--- src/design/iafr_pkg.sv ---
// ----------------------------------------------------------------------------
// iafr_pkg
// Shared types and constants for the four-channel I2C ADC reader.
// ----------------------------------------------------------------------------
package iafr_pkg;

	localparam int CHANNEL_COUNT = 4;

	// register indexes on the configuration port
	localparam logic [1:0] REG_CONTROL = 2'd0;
	localparam logic [1:0] REG_ADDRESS = 2'd1;
	localparam logic [1:0] REG_RETRY   = 2'd2;

	localparam logic [7:0] CONTROL_RESET = 8'h04;
	localparam logic [6:0] ADDRESS_RESET = 7'd72;
	localparam logic [1:0] RETRY_RESET   = 2'd1;

	localparam logic OP_GO   = 1'b0;
	localparam logic OP_TICK = 1'b1;

	typedef enum logic [4:0] {
		STEP_IDLE       = 5'd0,
		STEP_START      = 5'd1,
		STEP_TX_WADDR   = 5'd2,
		STEP_ACK_WADDR  = 5'd3,
		STEP_TX_CTRL    = 5'd4,
		STEP_ACK_CTRL   = 5'd5,
		STEP_RS_PREP    = 5'd6,
		STEP_RS_FALL    = 5'd7,
		STEP_TX_RADDR   = 5'd8,
		STEP_ACK_RADDR  = 5'd9,
		STEP_RX_DUMMY   = 5'd10,
		STEP_MACK_DUMMY = 5'd11,
		STEP_RX_DATA    = 5'd12,
		STEP_MACK_DATA  = 5'd13,
		STEP_STOP_LOW   = 5'd14,
		STEP_STOP_RISE  = 5'd15,
		STEP_RSTOP_LOW  = 5'd16,
		STEP_RSTOP_RISE = 5'd17
	} step_t;

	// result item, last field in the lowest bits
	typedef struct packed {
		logic       error;
		logic       done_res;
		logic [7:0] data_byte;
		logic [1:0] channel;
		logic       data_valid;
		logic       busy_res;
		logic       sda_release;
		logic       scl_out;
	} result_t;

endpackage

--- src/design/i2c_adc_four_channel_reader_unit.sv ---
// ----------------------------------------------------------------------------
// i2c_adc_four_channel_reader_unit
// I2C master sequencer that reads four channels from an 8-bit ADC, one bus
// phase per tick item.
// ----------------------------------------------------------------------------
//  channel   | direction | handshake              | payload
//  s_axis    | in        | tvalid/tready          | tuser opcode, tdata sda_in
//  m_axis    | out       | tvalid/tready          | tdata one result per item
//  apb       | in/out    | psel/penable, pready=1 | control, address, retry
//
// Every item gives one result: it waits in the input register, then the sequencer
// step writes the result register. A new item can be accepted every cycle unless
// m_axis stalls; the input register doubles as a skid stage, so one item is
// still taken while a result waits on m_axis.
// Reset clears the sequencer to idle and loads the register defaults.
module i2c_adc_four_channel_reader_unit
	import iafr_pkg::*;
(
	input  logic        clk,
	input  logic        arst_n,
	input  logic        s_axis_tvalid,
	output logic        s_axis_tready,
	input  logic [7:0]  s_axis_tdata,   // [0] sda_in, [7:1] zero
	input  logic        s_axis_tuser,   // [0] opcode
	output logic        m_axis_tvalid,
	input  logic        m_axis_tready,
	output logic [15:0] m_axis_tdata,   // [0] scl_out, [1] sda_release, [2] busy_res,
	                                    // [3] data_valid, [5:4] channel,
	                                    // [13:6] data_byte, [14] done_res, [15] error
	input  logic        psel,
	input  logic        penable,
	input  logic        pwrite,
	input  logic [3:0]  paddr,
	input  logic [31:0] pwdata,
	output logic [31:0] prdata,
	output logic        pready
);

	logic [7:0] control_q;
	logic [6:0] address_q;
	logic [1:0] retry_limit_q;

	logic    valid_s1;
	logic    opcode_s1;
	logic    sda_s1;
	logic    out_valid_q;
	result_t out_q;
	logic    advance;

	step_t      step_q, step_d;
	logic       phase_q, phase_d;
	logic [3:0] count_q, count_d;
	logic [7:0] shift_q, shift_d;
	logic [2:0] index_q, index_d;
	logic [1:0] retries_q, retries_d;
	logic       err_flag_q, err_flag_d;
	result_t    res;

	logic       first;
	logic       clocked;
	logic [3:0] count_inc;
	logic [7:0] rx_byte;
	logic       last_byte;

	// configuration port
	assign pready = 1'b1;

	always_ff @(posedge clk or negedge arst_n) begin
		if (!arst_n) begin
			control_q     <= CONTROL_RESET;
			address_q     <= ADDRESS_RESET;
			retry_limit_q <= RETRY_RESET;
		end else if (psel && penable && pwrite && pready) begin
			case (paddr[3:2])
				REG_CONTROL: control_q     <= pwdata[7:0];
				REG_ADDRESS: address_q     <= pwdata[6:0];
				REG_RETRY:   retry_limit_q <= pwdata[1:0];
				default: ;
			endcase
		end
	end

	always_comb begin
		case (paddr[3:2])
			REG_CONTROL: prdata = {24'd0, control_q};
			REG_ADDRESS: prdata = {25'd0, address_q};
			REG_RETRY:   prdata = {30'd0, retry_limit_q};
			default:     prdata = 32'd0;
		endcase
	end

	// input register, drains whenever the result register is free
	assign advance       = valid_s1 && (!out_valid_q || m_axis_tready);
	assign s_axis_tready = !valid_s1 || advance;

	always_ff @(posedge clk or negedge arst_n) begin
		if (!arst_n) begin
			valid_s1 <= 1'b0;
		end else if (s_axis_tready) begin
			valid_s1 <= s_axis_tvalid;
		end
	end

	always_ff @(posedge clk) begin
		if (s_axis_tready && s_axis_tvalid) begin
			opcode_s1 <= s_axis_tuser;
			sda_s1    <= s_axis_tdata[0];
		end
	end

	// sequencer step
	assign first     = !phase_q;
	assign count_inc = count_q + 4'd1;
	assign rx_byte   = {shift_q[6:0], sda_s1};
	assign last_byte = (4'(index_q) + 4'd1) >= 4'(CHANNEL_COUNT);
	assign clocked   = (step_q != STEP_IDLE) && (step_q <= STEP_RSTOP_RISE) &&
	                   (step_q != STEP_START) && (step_q != STEP_RS_FALL) &&
	                   (step_q != STEP_STOP_RISE) && (step_q != STEP_RSTOP_RISE);

	always_comb begin
		step_d     = step_q;
		phase_d    = phase_q;
		count_d    = count_q;
		shift_d    = shift_q;
		index_d    = index_q;
		retries_d  = retries_q;
		err_flag_d = err_flag_q;
		res        = '0;
		res.scl_out     = 1'b1;
		res.sda_release = 1'b1;
		res.busy_res    = 1'b1;

		if (opcode_s1 == OP_GO) begin
			if (step_q == STEP_IDLE || step_q > STEP_RSTOP_RISE) begin
				retries_d  = 2'd0;
				err_flag_d = 1'b0;
				index_d    = 3'd0;
				count_d    = 4'd0;
				phase_d    = 1'b0;
				step_d     = STEP_START;
			end
		end else begin
			if (clocked) begin
				res.scl_out = !first;
				phase_d     = first;
			end
			case (step_q)
				STEP_START, STEP_RS_FALL: begin
					res.sda_release = 1'b0;
					shift_d = {address_q, step_q == STEP_RS_FALL};
					count_d = 4'd0;
					phase_d = 1'b0;
					step_d  = (step_q == STEP_START) ? STEP_TX_WADDR : STEP_TX_RADDR;
				end
				STEP_TX_WADDR, STEP_TX_CTRL, STEP_TX_RADDR: begin
					res.sda_release = shift_q[7];
					if (!first) begin
						shift_d = {shift_q[6:0], 1'b0};
						count_d = count_inc;
						if (count_inc >= 4'd8) begin
							count_d = 4'd0;
							case (step_q)
								STEP_TX_WADDR: step_d = STEP_ACK_WADDR;
								STEP_TX_CTRL:  step_d = STEP_ACK_CTRL;
								default:       step_d = STEP_ACK_RADDR;
							endcase
						end
					end
				end
				STEP_ACK_WADDR, STEP_ACK_CTRL, STEP_ACK_RADDR: begin
					if (!first) begin
						if (sda_s1) begin
							if (retries_q < retry_limit_q) begin
								retries_d = retries_q + 2'd1;
								step_d    = STEP_RSTOP_LOW;
							end else begin
								err_flag_d = 1'b1;
								step_d     = STEP_STOP_LOW;
							end
						end else if (step_q == STEP_ACK_WADDR) begin
							shift_d = control_q;
							step_d  = STEP_TX_CTRL;
						end else if (step_q == STEP_ACK_CTRL) begin
							step_d = STEP_RS_PREP;
						end else begin
							step_d = STEP_RX_DUMMY;
						end
					end
				end
				STEP_RS_PREP: begin
					if (!first) step_d = STEP_RS_FALL;
				end
				STEP_RX_DUMMY, STEP_RX_DATA: begin
					if (!first) begin
						shift_d = rx_byte;
						count_d = count_inc;
						if (count_inc >= 4'd8) begin
							count_d = 4'd0;
							if (step_q == STEP_RX_DATA) begin
								res.data_valid = 1'b1;
								res.channel    = index_q[1:0];
								res.data_byte  = rx_byte;
								step_d         = STEP_MACK_DATA;
							end else begin
								step_d = STEP_MACK_DUMMY;
							end
						end
					end
				end
				STEP_MACK_DUMMY: begin
					res.sda_release = 1'b0;
					if (!first) begin
						index_d = 3'd0;
						step_d  = STEP_RX_DATA;
					end
				end
				STEP_MACK_DATA: begin
					// the last byte is answered with a nack
					res.sda_release = last_byte;
					if (!first) begin
						if (last_byte) begin
							step_d = STEP_STOP_LOW;
						end else begin
							index_d = index_q + 3'd1;
							step_d  = STEP_RX_DATA;
						end
					end
				end
				STEP_STOP_LOW: begin
					res.sda_release = 1'b0;
					if (!first) step_d = STEP_STOP_RISE;
				end
				STEP_RSTOP_LOW: begin
					res.sda_release = 1'b0;
					if (!first) step_d = STEP_RSTOP_RISE;
				end
				STEP_STOP_RISE: begin
					res.done_res = 1'b1;
					res.error    = err_flag_q;
					res.busy_res = 1'b0;
					phase_d      = 1'b0;
					step_d       = STEP_IDLE;
				end
				STEP_RSTOP_RISE: begin
					phase_d = 1'b0;
					step_d  = STEP_START;
				end
				default: begin
					res.busy_res = 1'b0;
					phase_d      = 1'b0;
					step_d       = STEP_IDLE;
				end
			endcase
		end
	end

	always_ff @(posedge clk or negedge arst_n) begin
		if (!arst_n) begin
			step_q     <= STEP_IDLE;
			phase_q    <= 1'b0;
			count_q    <= 4'd0;
			shift_q    <= 8'd0;
			index_q    <= 3'd0;
			retries_q  <= 2'd0;
			err_flag_q <= 1'b0;
		end else if (advance) begin
			step_q     <= step_d;
			phase_q    <= phase_d;
			count_q    <= count_d;
			shift_q    <= shift_d;
			index_q    <= index_d;
			retries_q  <= retries_d;
			err_flag_q <= err_flag_d;
		end
	end

	// result register
	always_ff @(posedge clk or negedge arst_n) begin
		if (!arst_n) begin
			out_valid_q <= 1'b0;
		end else if (!out_valid_q || m_axis_tready) begin
			out_valid_q <= valid_s1;
		end
	end

	always_ff @(posedge clk) begin
		if (advance) begin
			out_q <= res;
		end
	end

	assign m_axis_tvalid = out_valid_q;
	assign m_axis_tdata  = out_q;

	// checks
	a_done_not_busy: assert property (@(posedge clk) disable iff (!arst_n)
		m_axis_tvalid && out_q.done_res |-> !out_q.busy_res)
		else $error("done result still marked busy");

	a_input_held: assert property (@(posedge clk) disable iff (!arst_n)
		valid_s1 && !advance |=> valid_s1)
		else $error("item lost from input register");

	a_idle_phase: assert property (@(posedge clk) disable iff (!arst_n)
		step_q == STEP_IDLE |-> !phase_q)
		else $error("idle sequencer with phase set");

	a_data_channel: assert property (@(posedge clk) disable iff (!arst_n)
		m_axis_tvalid && out_q.data_valid |-> !out_q.error && !out_q.done_res)
		else $error("data byte on a finishing result");

endmodule

--- config.mk ---
export PLATFORM = sky130hd
export DESIGN_NAME = i2c_adc_four_channel_reader_unit
export DESIGN_NICKNAME = d
export VERILOG_FILES = /design/src/design/iafr_pkg.sv /design/src/design/i2c_adc_four_channel_reader_unit.sv
export SDC_FILE = /design/constraint.sdc
export NUM_CORES = 1
export LEC_CHECK = 0
export ABC_AREA = 1
export BUFFER_PORTS_ARGS = -buffer_cell sky130_fd_sc_hd__buf_2
export CAP_MARGIN = 5
export CORE_MARGIN = 1.5
export CORE_UTILIZATION = 58
export CTS_BUF_LIST = sky130_fd_sc_hd__clkbuf_4
export CTS_CLUSTER_DIAMETER = 60
export CTS_CLUSTER_SIZE = 28
export DETAILED_ROUTE_END_ITERATION = 8
export GPL_TIMING_DRIVEN = 0
export PLACE_DENSITY_LB_ADDON = 0.15
export SLEW_MARGIN = 20
export SYNTH_ARGS = -nofsm -noshare
export SYNTH_HDL_FRONTEND = slang
export SYNTH_SLANG_ARGS = --single-unit
--- constraint.sdc ---
create_clock -name clk -period 5 [get_ports clk]
set_clock_uncertainty 0.05 [all_clocks]
set_input_delay 1.25 -clock clk [delete_from_list [all_inputs] [get_ports clk]]
set_output_delay 1.25 -clock clk [all_outputs]
set_load 0.01 [all_outputs]
==> run summary <==
==========================================================================================
Number of filler instances in the final layout                                         520
Final Hold Slack                                                                  452.2 ps
Total of cells resized after clock tree synthesis                                        0
Clock tree from TritonCTS                                                              yes
Yosys top cell area share                                                           27.00%
Number of top-level design ports                                                       103
Height of the chip                                                                81.95 µm
Initial DRC Count                                                                      219
Count of inserted antenna diode cells                                                    0
Mapped Area                                                                       3615 µm²
Power density normalized to cell area                                         473.1 nW/µm²
RSZ-0062 raised after global routing                                                    no
Global-route wire length before repair                                            12620 µm
Final worst-path cycle share                                                        69.75%
Cell types with the highest counts after synthesis                            sky130_fd_sc_hd__nand2_1 (146), sky130_fd_sc_hd__inv_1 (43), sky130_fd_sc_hd__dfrtp_1 (39)
Total count of max-transition violations in the final report                             0
Fraction of layout instances using a drive strength above 1                         25.19%
Primary flip-flop cell chosen by synthesis mapping                            sky130_fd_sc_hd__dfrtp_1
Worst-case clock buffer depth                                                            2
Most instantiated library cell after synthesis                                sky130_fd_sc_hd__nand2_1
Highest layer used for signal routing                                                 met4
Number of global-route vias before repair                                             2787
Cell taking the most area after synthesis                                     sky130_fd_sc_hd__dfrtp_1
Clock edge transition at the registers on the reported setup and hold paths         100 ps
Series of cell instances along the critical path                              buf_2 > inv_1 > nor2_1 > a22o_1 > buf_2
# DRC                                                                                    0
Post-synthesis async set-or-reset flop share                                        70.49%
Count of final hold-check violations                                                     0
Via-to-Cell Ratio                                                                    5.102
Crit path buffers/inverters                                                              3
Arrival time at the worst endpoint                                                 2190 ps
Number of nets at the end of the flow                                                  590
Initial standard-cell utilization of the core                                       60.69%
Maximum fanout encountered on the critical timing path                                   8
Max-Cap Viols                                                                            0
Avg Synthesized Cell Area                                                        7.927 µm²
GP Congestion                                                                       0.9014
Cells after synthesis                                                                  456
Transition at the pin with the smallest max-transition slack                      551.0 ps
Final number of setup-violating endpoints                                                0
Number of nets still failing antenna checks after routing                                0
Slowest cell on the critical path                                             sky130_fd_sc_hd__nor2_1
Floorplan Core Area                                                               5956 µm²
Cts hold-fix bufs                                                                        0
Maximum number of pins on one net before global-route repair                            44
Detailed route wirelength on metal2                                                3537 µm
Clock root cell                                                               sky130_fd_sc_hd__clkbuf_4
Count of flip-flops with a built-in enable after synthesis                              18
Pleak                                                                             2.214 nW
Total congestion overflow                                                                0
CP startpoint kind                                                            primary input
CP Class                                                                            in2out
Post-synthesis sequential element count                                                 61
Top cells by area in the synthesized netlist                                  sky130_fd_sc_hd__dfrtp_1 (27%), sky130_fd_sc_hd__nand2_1 (15%), sky130_fd_sc_hd__edfxtp_1 (15%)
Row count                                                                               28
Num Clock Sinks                                                                         61
Met3 routed wirelength                                                              559 µm
Setup total negative slack                                                            0 ps
GRT Total Usage                                                                     25.28%
Die outline area                                                                  6715 µm²
Pre-CTS setup slack                                                                1552 ps
Sequential cell area in the final layout                                          1622 µm²
Die Width                                                                         81.95 µm
Vias after detailed routing                                                           3138
Beginning of the worst register-to-register path                              step_q[0]$_DFFE_PN0P_
Port buffer count                                                                       44
Top cell by count, worst path                                                 sky130_fd_sc_hd__buf_2
Setup ws final                                                                     1513 ps
Worst endpoint required time                                                       3700 ps
Number of buffers added for setup after CTS                                              0
Startpoint of the most critical setup path                                        paddr[2]
Normalized max-slew margin                                                          63.26%
Highest clock rate                                                              0.2867 GHz
Core utilization of the finished layout                                             70.02%
Initial antenna violation count                                                          0
Area Growth Syn to Fin                                                              15.37%
Number of buffers created by CTS                                                         9
Class of the tightest hold or removal check                                        reg2reg
Critical hold path startpoint                                                 valid_s1$_DFFE_PN0N_
Time the worst path needs with I/O delays and setup                                3487 ps
Met1 Wirelength                                                                    3438 µm
Run status                                                                    finished clean
Multi-input gate area in the final layout                                         1665 µm²
Detailed Route WL                                                                  7646 µm
Worst Setup End Kind                                                          primary output
H-Tree Depth                                                                             3
Total power                                                                       1.973 mW
Drt pass-1 iters                                                                         4
Post-synthesis cell type count                                                          38
Number of synthesis warnings                                                             0
Routed len/inst                                                                   12.43 µm
Largest incremental delay on the critical path                                      420 ps
Clock insertion delay at the later pin of the skew report                           420 ps
Post-DP HPWL                                                                       5906 µm
Proportion of synthesized chip area in sequential cells                             44.86%
Largest vdd supply drop                                                        0.0002608 V
Gate family responsible for the most delay along the worst path               simple AND/OR/NAND/NOR gates
==========================================================================================
## tightest hold or removal path, stage by stage, from the launching register on
cell and delay, ps:
sky130_fd_sc_hd__dfrtp_1 360, sky130_fd_sc_hd__inv_1 60, sky130_fd_sc_hd__nand2_1 60
## placed cells by master, fill, tap and decap left out, types with 2 or more instances in the layout
cell type / n
sky130_fd_sc_hd__xor2_1: 2
sky130_fd_sc_hd__buf_6: 2
sky130_fd_sc_hd__nand3_1: 36
sky130_fd_sc_hd__nand2_4: 4
sky130_fd_sc_hd__nor2_1: 27
sky130_fd_sc_hd__ha_1: 3
sky130_fd_sc_hd__or2_2: 2
sky130_fd_sc_hd__inv_1: 43
sky130_fd_sc_hd__clkbuf_4: 10
sky130_fd_sc_hd__dfstp_2: 4
sky130_fd_sc_hd__clkinvlp_4: 2
sky130_fd_sc_hd__nor3_1: 5
sky130_fd_sc_hd__nand3_2: 7
sky130_fd_sc_hd__nor2_4: 4
sky130_fd_sc_hd__conb_1: 25
sky130_fd_sc_hd__buf_2: 44
sky130_fd_sc_hd__o21ai_1: 15
sky130_fd_sc_hd__a22o_1: 5
sky130_fd_sc_hd__edfxtp_1: 18
sky130_fd_sc_hd__nand2_1: 146
sky130_fd_sc_hd__o21ai_0: 20
sky130_fd_sc_hd__a21oi_1: 5
sky130_fd_sc_hd__a21oi_2: 2
sky130_fd_sc_hd__nand3_4: 3
sky130_fd_sc_hd__nor2_2: 8
sky130_fd_sc_hd__clkbuf_1: 4
sky130_fd_sc_hd__nand4_1: 3
sky130_fd_sc_hd__buf_4: 27
sky130_fd_sc_hd__nand2_2: 4
sky130_fd_sc_hd__dfrtp_1: 39
sky130_fd_sc_hd__inv_2: 8
## final cells by class
| type | instances | area share, % |
|---|---|---|
| clock inverter | 6 | 1.500 |
| buffer | 32 | 5.431 |
| tap | 75 | 2.250 |
| multi-input combinational | 335 | 39.93 |
| clock buffer | 10 | 1.800 |
| inverter | 51 | 4.590 |
| sequential | 61 | 38.88 |
| timing repair buffer | 45 | 5.611 |
## through the flow
step                std cells  cell area [µm²]
finish                    615             4170
global route              615             4170
global placement          598             4015
detailed placement        599             4030
floorplan                 479             3701
CTS                       615             4168
## registers in the layout, indices dropped and copies added, names as in the netlist
signal,count
address_q,7
control_q,8
count_q,4
err_flag_q,1
index_q,3
m_axis_tdata,16
m_axis_tvalid,1
opcode_s1,1
phase_q,1
retries_q,2
retry_limit_q,2
sda_s1,1
shift_q,8
step_q,5
valid_s1,1
## final timing paths
| check | to | cells past startpoint | slack [ps] |
|---|---|---|---|
| min in group asynchronous | step_q[3]$_DFFE_PN0P_ | 1 | 750 |
| min | m_axis_tvalid$_DFFE_PN0P_ | 2 | 450 |
| max | prdata[6] | 5 | 1510 |
| min reg2reg | m_axis_tvalid$_DFFE_PN0P_ | 2 | 450 |
| max reg2reg | retries_q[0]$_DFFE_PN0P_ | 9 | 3130 |
| max in group asynchronous | address_q[6]$_DFFE_PN1P_ | 1 | 3750 |
## logic make-up (layout without fill, tap and decap cells)
logic type | count (synthesis) | in the layout | synth area share [%]
flops | 61 | 61 | 44.86
fa+ha+maj | 3 | 3 | 1.039
xor+xnor | 2 | 2 | 0.4847
simple gates | 256 | 256 | 34.30
compound gates | 49 | 49 | 7.546
other cells | 2 | 25 | 0.2078
buf+inv | 83 | 144 | 11.56
## where the power goes
| group | total (mW) | switching (mW) | internal [mW] |
|---|---|---|---|
| sequential | 0.730 | 0.102 | 0.628 |
| combinational | 0.897 | 0.593 | 0.304 |
| clock | 0.346 | 0.189 | 0.157 |
## routing by layer
metal / track usage, % / vias to the layer above
met2: 39.75 / 144
met3: 6.333 / 13
met5: 0 / -
met4: 8.644 / 0
li1: - / 1573
met1: 33.97 / 1408
Note: power is estimated with default switching activity, not from simulation.
